## src/design/vlsp_pkg.sv

```systemverilog
// ----------------------------------------------------------------------------
// vlsp_pkg: shared types and codes of the varint length string parser
// Item formats, result kinds, error codes and the parser phase type.
// ----------------------------------------------------------------------------
package vlsp_pkg;

    localparam int VLSP_QUEUE_DEPTH = 2;

    localparam logic [1:0] KIND_PAYLOAD = 2'd0;
    localparam logic [1:0] KIND_EMPTY   = 2'd1;
    localparam logic [1:0] KIND_ERROR   = 2'd2;

    localparam logic [1:0] ERR_TOO_LONG  = 2'd0;
    localparam logic [1:0] ERR_OVER_MAX  = 2'd1;
    localparam logic [1:0] ERR_NEGATIVE  = 2'd2;
    localparam logic [1:0] ERR_UNDERFLOW = 2'd3;

    // Number of length bytes allowed by the format.
    localparam logic [2:0] MAX_LEN_BYTES = 3'd5;

    typedef enum logic {
        PHASE_LENGTH  = 1'b0,
        PHASE_PAYLOAD = 1'b1
    } t_vlsp_phase;

    typedef struct packed {
        logic [7:0] in_byte;
        logic       end_of_data;
    } t_vlsp_in;

    typedef struct packed {
        logic [1:0]  kind;
        logic [7:0]  out_byte;
        logic        last_of_string;
        logic [30:0] string_length;
        logic [1:0]  error_code;
    } t_vlsp_out;

    // One queue entry: a result item, optionally followed by an underflow error.
    typedef struct packed {
        t_vlsp_out item;
        logic      tail_err;
    } t_vlsp_cmd;

    typedef struct packed {
        logic full;
        logic empty;
    } t_vlsp_qstat;

endpackage

```

## src/design/vlsp_front.sv

```systemverilog
// ----------------------------------------------------------------------------
// vlsp_front: byte classifier
// Decodes the base-128 length prefix, counts payload bytes and turns each
// accepted byte into at most one queue entry.
// ----------------------------------------------------------------------------
module vlsp_front
    import vlsp_pkg::*;
(
    input  logic        i_clk,
    input  logic        i_rst_n,
    input  logic        i_in_valid,
    input  t_vlsp_in    i_in_data,
    output logic        o_in_stall,
    input  logic        i_cfg_valid,
    input  logic [30:0] i_cfg_data,
    output logic        o_cfg_ready,
    input  t_vlsp_qstat i_qstat,
    output logic        o_push,
    output t_vlsp_cmd   o_cmd
);

    t_vlsp_phase r_phase, n_phase;
    logic [31:0] r_acc, n_acc;
    logic [2:0]  r_cnt, n_cnt;
    logic [30:0] r_left, n_left;
    logic [30:0] r_max_length;

    logic        w_accept;
    logic [31:0] w_seven;
    logic [31:0] w_add;
    logic [31:0] w_acc_new;
    logic [2:0]  w_cnt_new;
    logic        w_fail;
    logic [1:0]  w_fail_code;
    logic        w_empty;
    logic        w_start;
    logic        w_more;
    logic        w_last;
    logic        w_tail_err;

    assign o_in_stall  = i_qstat.full;
    assign o_cfg_ready = 1'b1;
    assign w_accept    = i_in_valid && !i_qstat.full;

    // Place the seven data bits at bit 7*i; the fifth byte keeps only four.
    always_comb begin
        w_seven = {25'd0, i_in_data.in_byte[6:0]};
        case (r_cnt)
            3'd0:    w_add = w_seven;
            3'd1:    w_add = w_seven << 7;
            3'd2:    w_add = w_seven << 14;
            3'd3:    w_add = w_seven << 21;
            3'd4:    w_add = w_seven << 28;
            default: w_add = '0;
        endcase
        w_acc_new = r_acc | w_add;
        w_cnt_new = r_cnt + 3'd1;
    end

    // Classification of the current byte.
    always_comb begin
        w_fail      = 1'b0;
        w_fail_code = ERR_TOO_LONG;
        w_empty     = 1'b0;
        w_start     = 1'b0;
        w_more      = 1'b0;
        w_last      = (r_left <= 31'd1);
        w_tail_err  = 1'b0;
        if (r_phase == PHASE_LENGTH) begin
            if (i_in_data.in_byte[7]) begin
                if (w_cnt_new >= MAX_LEN_BYTES) begin
                    w_fail      = 1'b1;
                    w_fail_code = ERR_TOO_LONG;
                end else if (i_in_data.end_of_data) begin
                    w_fail      = 1'b1;
                    w_fail_code = ERR_UNDERFLOW;
                end else begin
                    w_more = 1'b1;
                end
            end else if (w_acc_new[31]) begin
                w_fail      = 1'b1;
                w_fail_code = ERR_NEGATIVE;
            end else if (r_max_length != '0 && w_acc_new[30:0] > r_max_length) begin
                w_fail      = 1'b1;
                w_fail_code = ERR_OVER_MAX;
            end else if (w_acc_new == '0) begin
                w_empty = 1'b1;
            end else if (i_in_data.end_of_data) begin
                w_fail      = 1'b1;
                w_fail_code = ERR_UNDERFLOW;
            end else begin
                w_start = 1'b1;
            end
        end else begin
            w_tail_err = !w_last && i_in_data.end_of_data;
        end
    end

    // Next phase.
    always_comb begin
        n_phase = r_phase;
        if (w_accept) begin
            case (r_phase)
                PHASE_LENGTH: begin
                    if (w_start) begin
                        n_phase = PHASE_PAYLOAD;
                    end
                end
                PHASE_PAYLOAD: begin
                    if (w_last || i_in_data.end_of_data) begin
                        n_phase = PHASE_LENGTH;
                    end
                end
                default: n_phase = PHASE_LENGTH;
            endcase
        end
    end

    // Queue entry and datapath registers.
    always_comb begin
        o_push = 1'b0;
        o_cmd  = '0;
        n_acc  = r_acc;
        n_cnt  = r_cnt;
        n_left = r_left;
        if (w_accept) begin
            if (r_phase == PHASE_LENGTH) begin
                if (w_more) begin
                    n_acc = w_acc_new;
                    n_cnt = w_cnt_new;
                end else if (w_start) begin
                    n_acc  = w_acc_new;
                    n_cnt  = '0;
                    n_left = w_acc_new[30:0];
                end else if (w_fail || w_empty) begin
                    o_push = 1'b1;
                    n_acc  = '0;
                    n_cnt  = '0;
                    n_left = '0;
                    if (w_empty) begin
                        o_cmd.item.kind           = KIND_EMPTY;
                        o_cmd.item.last_of_string = 1'b1;
                    end else begin
                        o_cmd.item.kind          = KIND_ERROR;
                        o_cmd.item.string_length = w_acc_new[30:0];
                        o_cmd.item.error_code    = w_fail_code;
                    end
                end
            end else begin
                o_push                    = 1'b1;
                o_cmd.item.kind           = KIND_PAYLOAD;
                o_cmd.item.out_byte       = i_in_data.in_byte;
                o_cmd.item.last_of_string = w_last;
                o_cmd.item.string_length  = r_acc[30:0];
                o_cmd.tail_err            = w_tail_err;
                if (w_last || i_in_data.end_of_data) begin
                    n_acc  = '0;
                    n_cnt  = '0;
                    n_left = '0;
                end else begin
                    n_left = r_left - 31'd1;
                end
            end
        end
    end

    always_ff @(posedge i_clk) begin
        if (!i_rst_n) begin
            r_phase      <= PHASE_LENGTH;
            r_acc        <= '0;
            r_cnt        <= '0;
            r_left       <= '0;
            r_max_length <= '0;
        end else begin
            r_phase <= n_phase;
            r_acc   <= n_acc;
            r_cnt   <= n_cnt;
            r_left  <= n_left;
            if (i_cfg_valid) begin
                r_max_length <= i_cfg_data;
            end
        end
    end

endmodule

```

## src/design/vlsp_queue.sv

```systemverilog
// ----------------------------------------------------------------------------
// vlsp_queue: command queue between classifier and result stage
// A small circular buffer of queue entries with full and empty status.
// ----------------------------------------------------------------------------
module vlsp_queue
    import vlsp_pkg::*;
#(
    parameter int DEPTH = VLSP_QUEUE_DEPTH
) (
    input  logic        i_clk,
    input  logic        i_rst_n,
    input  logic        i_push,
    input  t_vlsp_cmd   i_cmd,
    input  logic        i_pop,
    output t_vlsp_cmd   o_cmd,
    output t_vlsp_qstat o_qstat
);

    localparam int PTR_W = (DEPTH > 1) ? $clog2(DEPTH) : 1;
    localparam int CNT_W = $clog2(DEPTH + 1);

    t_vlsp_cmd          r_mem [DEPTH];
    logic [PTR_W-1:0]   r_wr_ptr, n_wr_ptr;
    logic [PTR_W-1:0]   r_rd_ptr, n_rd_ptr;
    logic [CNT_W-1:0]   r_count, n_count;
    logic               w_push;
    logic               w_pop;

    assign o_qstat.full  = (r_count == CNT_W'(DEPTH));
    assign o_qstat.empty = (r_count == '0);
    assign w_push        = i_push && !o_qstat.full;
    assign w_pop         = i_pop && !o_qstat.empty;
    assign o_cmd         = r_mem[r_rd_ptr];

    always_comb begin
        n_wr_ptr = r_wr_ptr;
        n_rd_ptr = r_rd_ptr;
        n_count  = r_count;
        if (w_push) begin
            n_wr_ptr = (r_wr_ptr == PTR_W'(DEPTH - 1)) ? '0 : r_wr_ptr + PTR_W'(1);
        end
        if (w_pop) begin
            n_rd_ptr = (r_rd_ptr == PTR_W'(DEPTH - 1)) ? '0 : r_rd_ptr + PTR_W'(1);
        end
        if (w_push && !w_pop) begin
            n_count = r_count + CNT_W'(1);
        end else if (w_pop && !w_push) begin
            n_count = r_count - CNT_W'(1);
        end
    end

    always_ff @(posedge i_clk) begin
        if (w_push) begin
            r_mem[r_wr_ptr] <= i_cmd;
        end
    end

    always_ff @(posedge i_clk) begin
        if (!i_rst_n) begin
            r_wr_ptr <= '0;
            r_rd_ptr <= '0;
            r_count  <= '0;
        end else begin
            r_wr_ptr <= n_wr_ptr;
            r_rd_ptr <= n_rd_ptr;
            r_count  <= n_count;
        end
    end

endmodule

```

## src/design/vlsp_back.sv

```systemverilog
// ----------------------------------------------------------------------------
// vlsp_back: result stage
// Drains queue entries into the output register and appends the underflow
// error item where an entry asks for one.
// ----------------------------------------------------------------------------
module vlsp_back
    import vlsp_pkg::*;
(
    input  logic        i_clk,
    input  logic        i_rst_n,
    input  t_vlsp_cmd   i_cmd,
    input  t_vlsp_qstat i_qstat,
    output logic        o_pop,
    output logic        o_out_valid,
    output t_vlsp_out   o_out_data,
    input  logic        i_out_stall
);

    logic      r_out_valid, n_out_valid;
    t_vlsp_out r_out_data, n_out_data;
    logic      r_err_pending, n_err_pending;
    logic      w_free;

    assign w_free      = !r_out_valid || !i_out_stall;
    assign o_out_valid = r_out_valid;
    assign o_out_data  = r_out_data;

    always_comb begin
        o_pop         = 1'b0;
        n_out_valid   = r_out_valid;
        n_out_data    = r_out_data;
        n_err_pending = r_err_pending;
        if (w_free) begin
            if (r_err_pending) begin
                // The payload item now leaving still holds the string length.
                n_out_valid               = 1'b1;
                n_out_data.kind           = KIND_ERROR;
                n_out_data.out_byte       = '0;
                n_out_data.last_of_string = 1'b0;
                n_out_data.error_code     = ERR_UNDERFLOW;
                n_err_pending             = 1'b0;
            end else if (!i_qstat.empty) begin
                o_pop         = 1'b1;
                n_out_valid   = 1'b1;
                n_out_data    = i_cmd.item;
                n_err_pending = i_cmd.tail_err;
            end else begin
                n_out_valid = 1'b0;
            end
        end
    end

    always_ff @(posedge i_clk) begin
        r_out_data <= n_out_data;
    end

    always_ff @(posedge i_clk) begin
        if (!i_rst_n) begin
            r_out_valid   <= 1'b0;
            r_err_pending <= 1'b0;
        end else begin
            r_out_valid   <= n_out_valid;
            r_err_pending <= n_err_pending;
        end
    end

endmodule

```

## src/design/varint_length_string_parser.sv

```systemverilog
// Path: a taken byte is written into the queue, and its result is then registered in the output register.
// Throughput: one byte per cycle while the queue is not full; a byte whose string is cut
// short by end of data yields two items, so the queue can fill and the input can stall.
// Reset: i_rst_n is synchronous and active low; it returns the parser to reading a length,
// empties the queue and the output register and sets max_length to zero.
// ----------------------------------------------------------------------------
// varint_length_string_parser: length-prefixed string parser
// Reads a base-128 length prefix of up to five bytes, then passes that many
// payload bytes through, reporting empty strings and format errors.
// ----------------------------------------------------------------------------
module varint_length_string_parser
    import vlsp_pkg::*;
#(
    parameter int QUEUE_DEPTH = VLSP_QUEUE_DEPTH
) (
    input  logic        i_clk,
    input  logic        i_rst_n,
    input  logic        i_in_valid,
    input  t_vlsp_in    i_in_data,
    output logic        o_in_stall,
    output logic        o_out_valid,
    output t_vlsp_out   o_out_data,
    input  logic        i_out_stall,
    input  logic        i_cfg_valid,
    input  logic [30:0] i_cfg_data,
    output logic        o_cfg_ready
);

    logic        w_push;
    logic        w_pop;
    t_vlsp_cmd   w_push_cmd;
    t_vlsp_cmd   w_head_cmd;
    t_vlsp_qstat w_qstat;

    vlsp_front u_front (
        .i_clk       (i_clk),
        .i_rst_n     (i_rst_n),
        .i_in_valid  (i_in_valid),
        .i_in_data   (i_in_data),
        .o_in_stall  (o_in_stall),
        .i_cfg_valid (i_cfg_valid),
        .i_cfg_data  (i_cfg_data),
        .o_cfg_ready (o_cfg_ready),
        .i_qstat     (w_qstat),
        .o_push      (w_push),
        .o_cmd       (w_push_cmd)
    );

    vlsp_queue #(
        .DEPTH (QUEUE_DEPTH)
    ) u_queue (
        .i_clk   (i_clk),
        .i_rst_n (i_rst_n),
        .i_push  (w_push),
        .i_cmd   (w_push_cmd),
        .i_pop   (w_pop),
        .o_cmd   (w_head_cmd),
        .o_qstat (w_qstat)
    );

    vlsp_back u_back (
        .i_clk       (i_clk),
        .i_rst_n     (i_rst_n),
        .i_cmd       (w_head_cmd),
        .i_qstat     (w_qstat),
        .o_pop       (w_pop),
        .o_out_valid (o_out_valid),
        .o_out_data  (o_out_data),
        .i_out_stall (i_out_stall)
    );

`ifndef SYNTHESIS
    a_queue_status: assert property (@(posedge i_clk) disable iff (!i_rst_n)
        !(w_qstat.full && w_qstat.empty))
        else $error("queue reports full and empty together");

    a_error_shape: assert property (@(posedge i_clk) disable iff (!i_rst_n)
        (o_out_valid && o_out_data.kind == KIND_ERROR) |->
        (!o_out_data.last_of_string && o_out_data.out_byte == '0))
        else $error("error item carries payload fields");

    a_empty_shape: assert property (@(posedge i_clk) disable iff (!i_rst_n)
        (o_out_valid && o_out_data.kind == KIND_EMPTY) |->
        (o_out_data.last_of_string && o_out_data.string_length == '0))
        else $error("empty-string item malformed");

    a_no_push_when_full: assert property (@(posedge i_clk) disable iff (!i_rst_n)
        w_qstat.full |-> !w_push)
        else $error("item classified while queue full");
`endif

endmodule
```

## config.mk

```make
export PLATFORM = sky130hd
export DESIGN_NAME = varint_length_string_parser
export DESIGN_NICKNAME = d
export VERILOG_FILES = /design/src/design/vlsp_pkg.sv /design/src/design/vlsp_front.sv /design/src/design/vlsp_queue.sv /design/src/design/vlsp_back.sv /design/src/design/varint_length_string_parser.sv
export SDC_FILE = /design/constraint.sdc
export NUM_CORES = 1
export LEC_CHECK = 0
export BUFFER_PORTS_ARGS = -buffer_cell sky130_fd_sc_hd__buf_4
export CORE_MARGIN = 5
export CORE_UTILIZATION = 42
export CTS_CLUSTER_DIAMETER = 120
export DETAILED_ROUTE_END_ITERATION = 6
export PLACE_DENSITY = 0.67
export SYNTH_ARGS = -nofsm -noshare
export SYNTH_HDL_FRONTEND = slang
export SYNTH_HIERARCHICAL = 1
export SYNTH_SLANG_ARGS = --single-unit
```

## constraint.sdc

```tcl
create_clock -name i_clk -period 5.8 [get_ports i_clk]
set_input_delay 0.29 -clock i_clk [delete_from_list [all_inputs] [get_ports i_clk]]
set_output_delay 0.29 -clock i_clk [all_outputs]
set_load 0.02 [all_outputs]
```

==> results.cfg <==
[routing]
num_vias = 8396
routed_wl_um = 27340
dr.first_iter.drc_count = 896
wl_per_cell_um = 18.45
viasPerCell = 5.665
drc = 0
postRouteAntennaNets = 0
dr.pass1.iters = 7

[timing]
tightest_slew_ns = 1.328
skew_ns = 0.01574
rsz0062_at_grt = no
finalSetupViolations = 0
hold_viol_final = 0
slew_headroom_pct = 11.50
final_max_slew_viol_count = 0
tns_ns = 0
period_share_pct = 84.83
layout_min_cycle_time_ns = 4.920
fmax_mhz = 203.3

[cts]
clkTransAtPathRegs_ns = 0.05
clockRootBuffer = clkbuf_16
htreeDepth = 1
insertion_delay_ns = 0.55
cts.sinks = 239
cts_buffers = 27
cts_hold_buf = 28
clockBufferDepth = 3
cts_tree = done
cts.repair.resized = 0
post_cts_buffers = 0

[synthesis]
synthTopCellsByArea = edfxtp_1 (36%), dfxtp_1 (19%), mux2_2 (4.6%), ha_1 (4.5%), a21oi_1 (3.0%)
ys_ff_latch = 239
yosysSeqAreaShare_pct = 55.03
synth_fp_nets = 1103
synth_edf_count = 134
synth_area_sq_um = 11130
postSynth.asyncResetShare_pct = 0
synthDistinctLibCells = 69
synthCells = 1018
synth_top_cell_area_share_pct = 36.15
netlist.top_cell.by_area = edfxtp_1
synthFlopType = edfxtp_1
yosys-top-cells-count = edfxtp_1 (134), dfxtp_1 (105), inv_1 (75), nor2_1 (68), a21oi_1 (67)
synth_area_per_cell_sq_um = 10.94
yosysMostFrequentCell = edfxtp_1
synth_warnings = 6

[finish]
drive_above_1_share_pct = 17.87
diodes = 0
utilization_pct = 50.63
nFillCells = 2366
area_delta_synth_final_pct = 18.52
fin_nets = 1211

[global_route]
grt_max_degree = 49
grt_pass1_wl_um = 43230
grt_pass1_vias = 7964
grt_overflow = 0
antenna_found_initial = 0
grt_use_total_pct = 17.39

[power]
power.internal_mw = 3.737
combPwrFrac_pct = 26.3
switching_share_pct = 31.08
peakVddDrop_mv = 0.2871
power_density_nw_per_um2 = 411.0
clock_power_share_pct = 30.3
power.leakage_nw = 5.588
power_switching_mw = 1.686
seq_power_share_pct = 43.5

[floorplanning]
rows = 59
core_area_sq_um = 26060
io_pins = 92
start_util_pct = 42.72
die_w_um = 172.8
dieArea_sq_um = 29860
die_h_um = 172.8

[setup_path]
crit_path_max_fanout = 46
cp-end-kind = flip-flop
cp_cell_sequence = inv_1 > ha_1 > nor2b_1 > a21oi_1 > inv_1 > ha_1 > a21oi_1 > o21ai_0 > a221oi_1 > nor3b_1 > a21oi_1 > buf_4 > nor4_1 > nand3b_1 > inv_1 > nor3_4 > buf_4
crit_buf_inv = 5
crit_family = simple AND/OR/NAND/NOR gates
crit_path_start_kind = flip-flop
worstSetupPathType = flip-flop to flip-flop
crit_slowest_cell = buf_4
cp.required_ns = 5.97
arrival_ns = 5.09
critPathMaxStageDelay_ns = 0.52

[worst_hold_path]
hold_path.class = primary input to flip-flop

[placed_design]
post-dp-hpwl_um = 18730
gp_congestion = 0.8762
numPortBuffers = 90

[status]
status = finished, final reports clean

[job]
drv_cap = 0
tightest hold or removal path, stage by stage:
cell     delay [ns]
buf_4          0.08
mux2i_1        0.05
nor2_1         0.08
cells in the final DEF (no fill, tap or decap), types with 32 or more instances in the layout:
cell type  netlist  final
a21oi_1         67     67
buf_4           10    104
dfxtp_1        105    104
edfxtp_1       134    134
ha_1            40     40
inv_1           75     75
mux2_2          45     45
mux2i_1         32     32
nand2_1         55     55
nor2_1          68     68
o21ai_0         36     36
o21ai_1         37     37
routing by layer:
layer | GRT usage (%) | up-vias | wire length, um
met4 | 4.913 | 0 | 711
met1 | 25.66 | 3981 | 12380
li1 | - | 3982 | -
met3 | 3.996 | 55 | 2524
met5 | 0 | - | 0
met2 | 25.73 | 378 | 11730
final cells by class:
class                           instances  area (sq um)  share of cell area (%)
Tap cell                              335         419.2                   3.177
Timing Repair Buffer                  132          1061                   8.042
Clock buffer                           37         723.2                   5.481
Inverter                               77         289.0                   2.191
Sequential cell                       239          6127                   46.44
Clock inverter                         13         135.1                   1.024
Multi-Input combinational cell        649          4439                   33.65
kinds of logic (layout without fill, tap and decap cells):
family,Yosys count,in the layout,synth area share (%)
AND/OR/NAND/NOR,277,277,12.94
other,1,1,0.03369
multiplexers,77,77,7.430
AO/OA/AOI/OAI,246,246,14.24
adder cells (fa/ha/maj),40,40,4.496
buffers and inverters,130,259,5.204
XOR/XNOR,8,8,0.6295
flip-flops,239,239,55.03
per-stage QoR:
step                      instances  hold WS [ns]  power (mW)  cell area [sq um]  setup WS, ns
final                          1482      0.002525       5.423              13190        0.8801
after global routing           1482       0.01533       5.683              13190        0.4715
after CTS                      1482     0.0008650       5.474              13190        0.9695
after detailed placement       1404        0.5028       3.805              12060         1.009
after global placement         1404        0.4842       3.783              12060         1.139
after floorplan                1018        0.4076       3.314              11130        0.4720
power by group through the flow:
| stage | clock, mW | combinational (mW) | sequential, mW |
|---|---|---|---|
| 6_report | 1.64 | 1.43 | 2.36 |
| 4_1_cts | 1.68 | 1.43 | 2.36 |
| 5_1_grt | 1.74 | 1.55 | 2.39 |
| 3_5_place_dp | 0 | 1.41 | 2.40 |
| 2_1_floorplan | 0 | 0.790 | 2.52 |
| 3_3_place_gp | 0 | 1.40 | 2.39 |
registers in the layout (all words and copies together), names as in the netlist, named ones only:
name and count:
u_back/o_out_valid 1, u_queue/r_wr_ptr 1, u_front/r_acc 32, u_back/o_out_data 44, u_back/r_err_pending 1, u_queue/r_mem 90
u_queue/r_rd_ptr 1, u_front/r_cnt 3, u_front/r_max_length 31, u_queue/r_count 2, u_front/r_phase 1, u_front/r_left 31
worst paths after layout:
check	from	end	slack, ns	depth (start not counted)
min	i_cfg_data[17]	u_front/r_max_length[17]	0.003	3
min reg2reg	u_queue/r_count[1]	u_queue/r_count[1]	0.52	2
max	u_front/r_cnt[0]	u_queue/r_mem[0][6]	0.88	17
max reg2reg	u_front/r_cnt[0]	u_queue/r_mem[0][6]	0.88	17
Power figures use the tool's default switching activity.
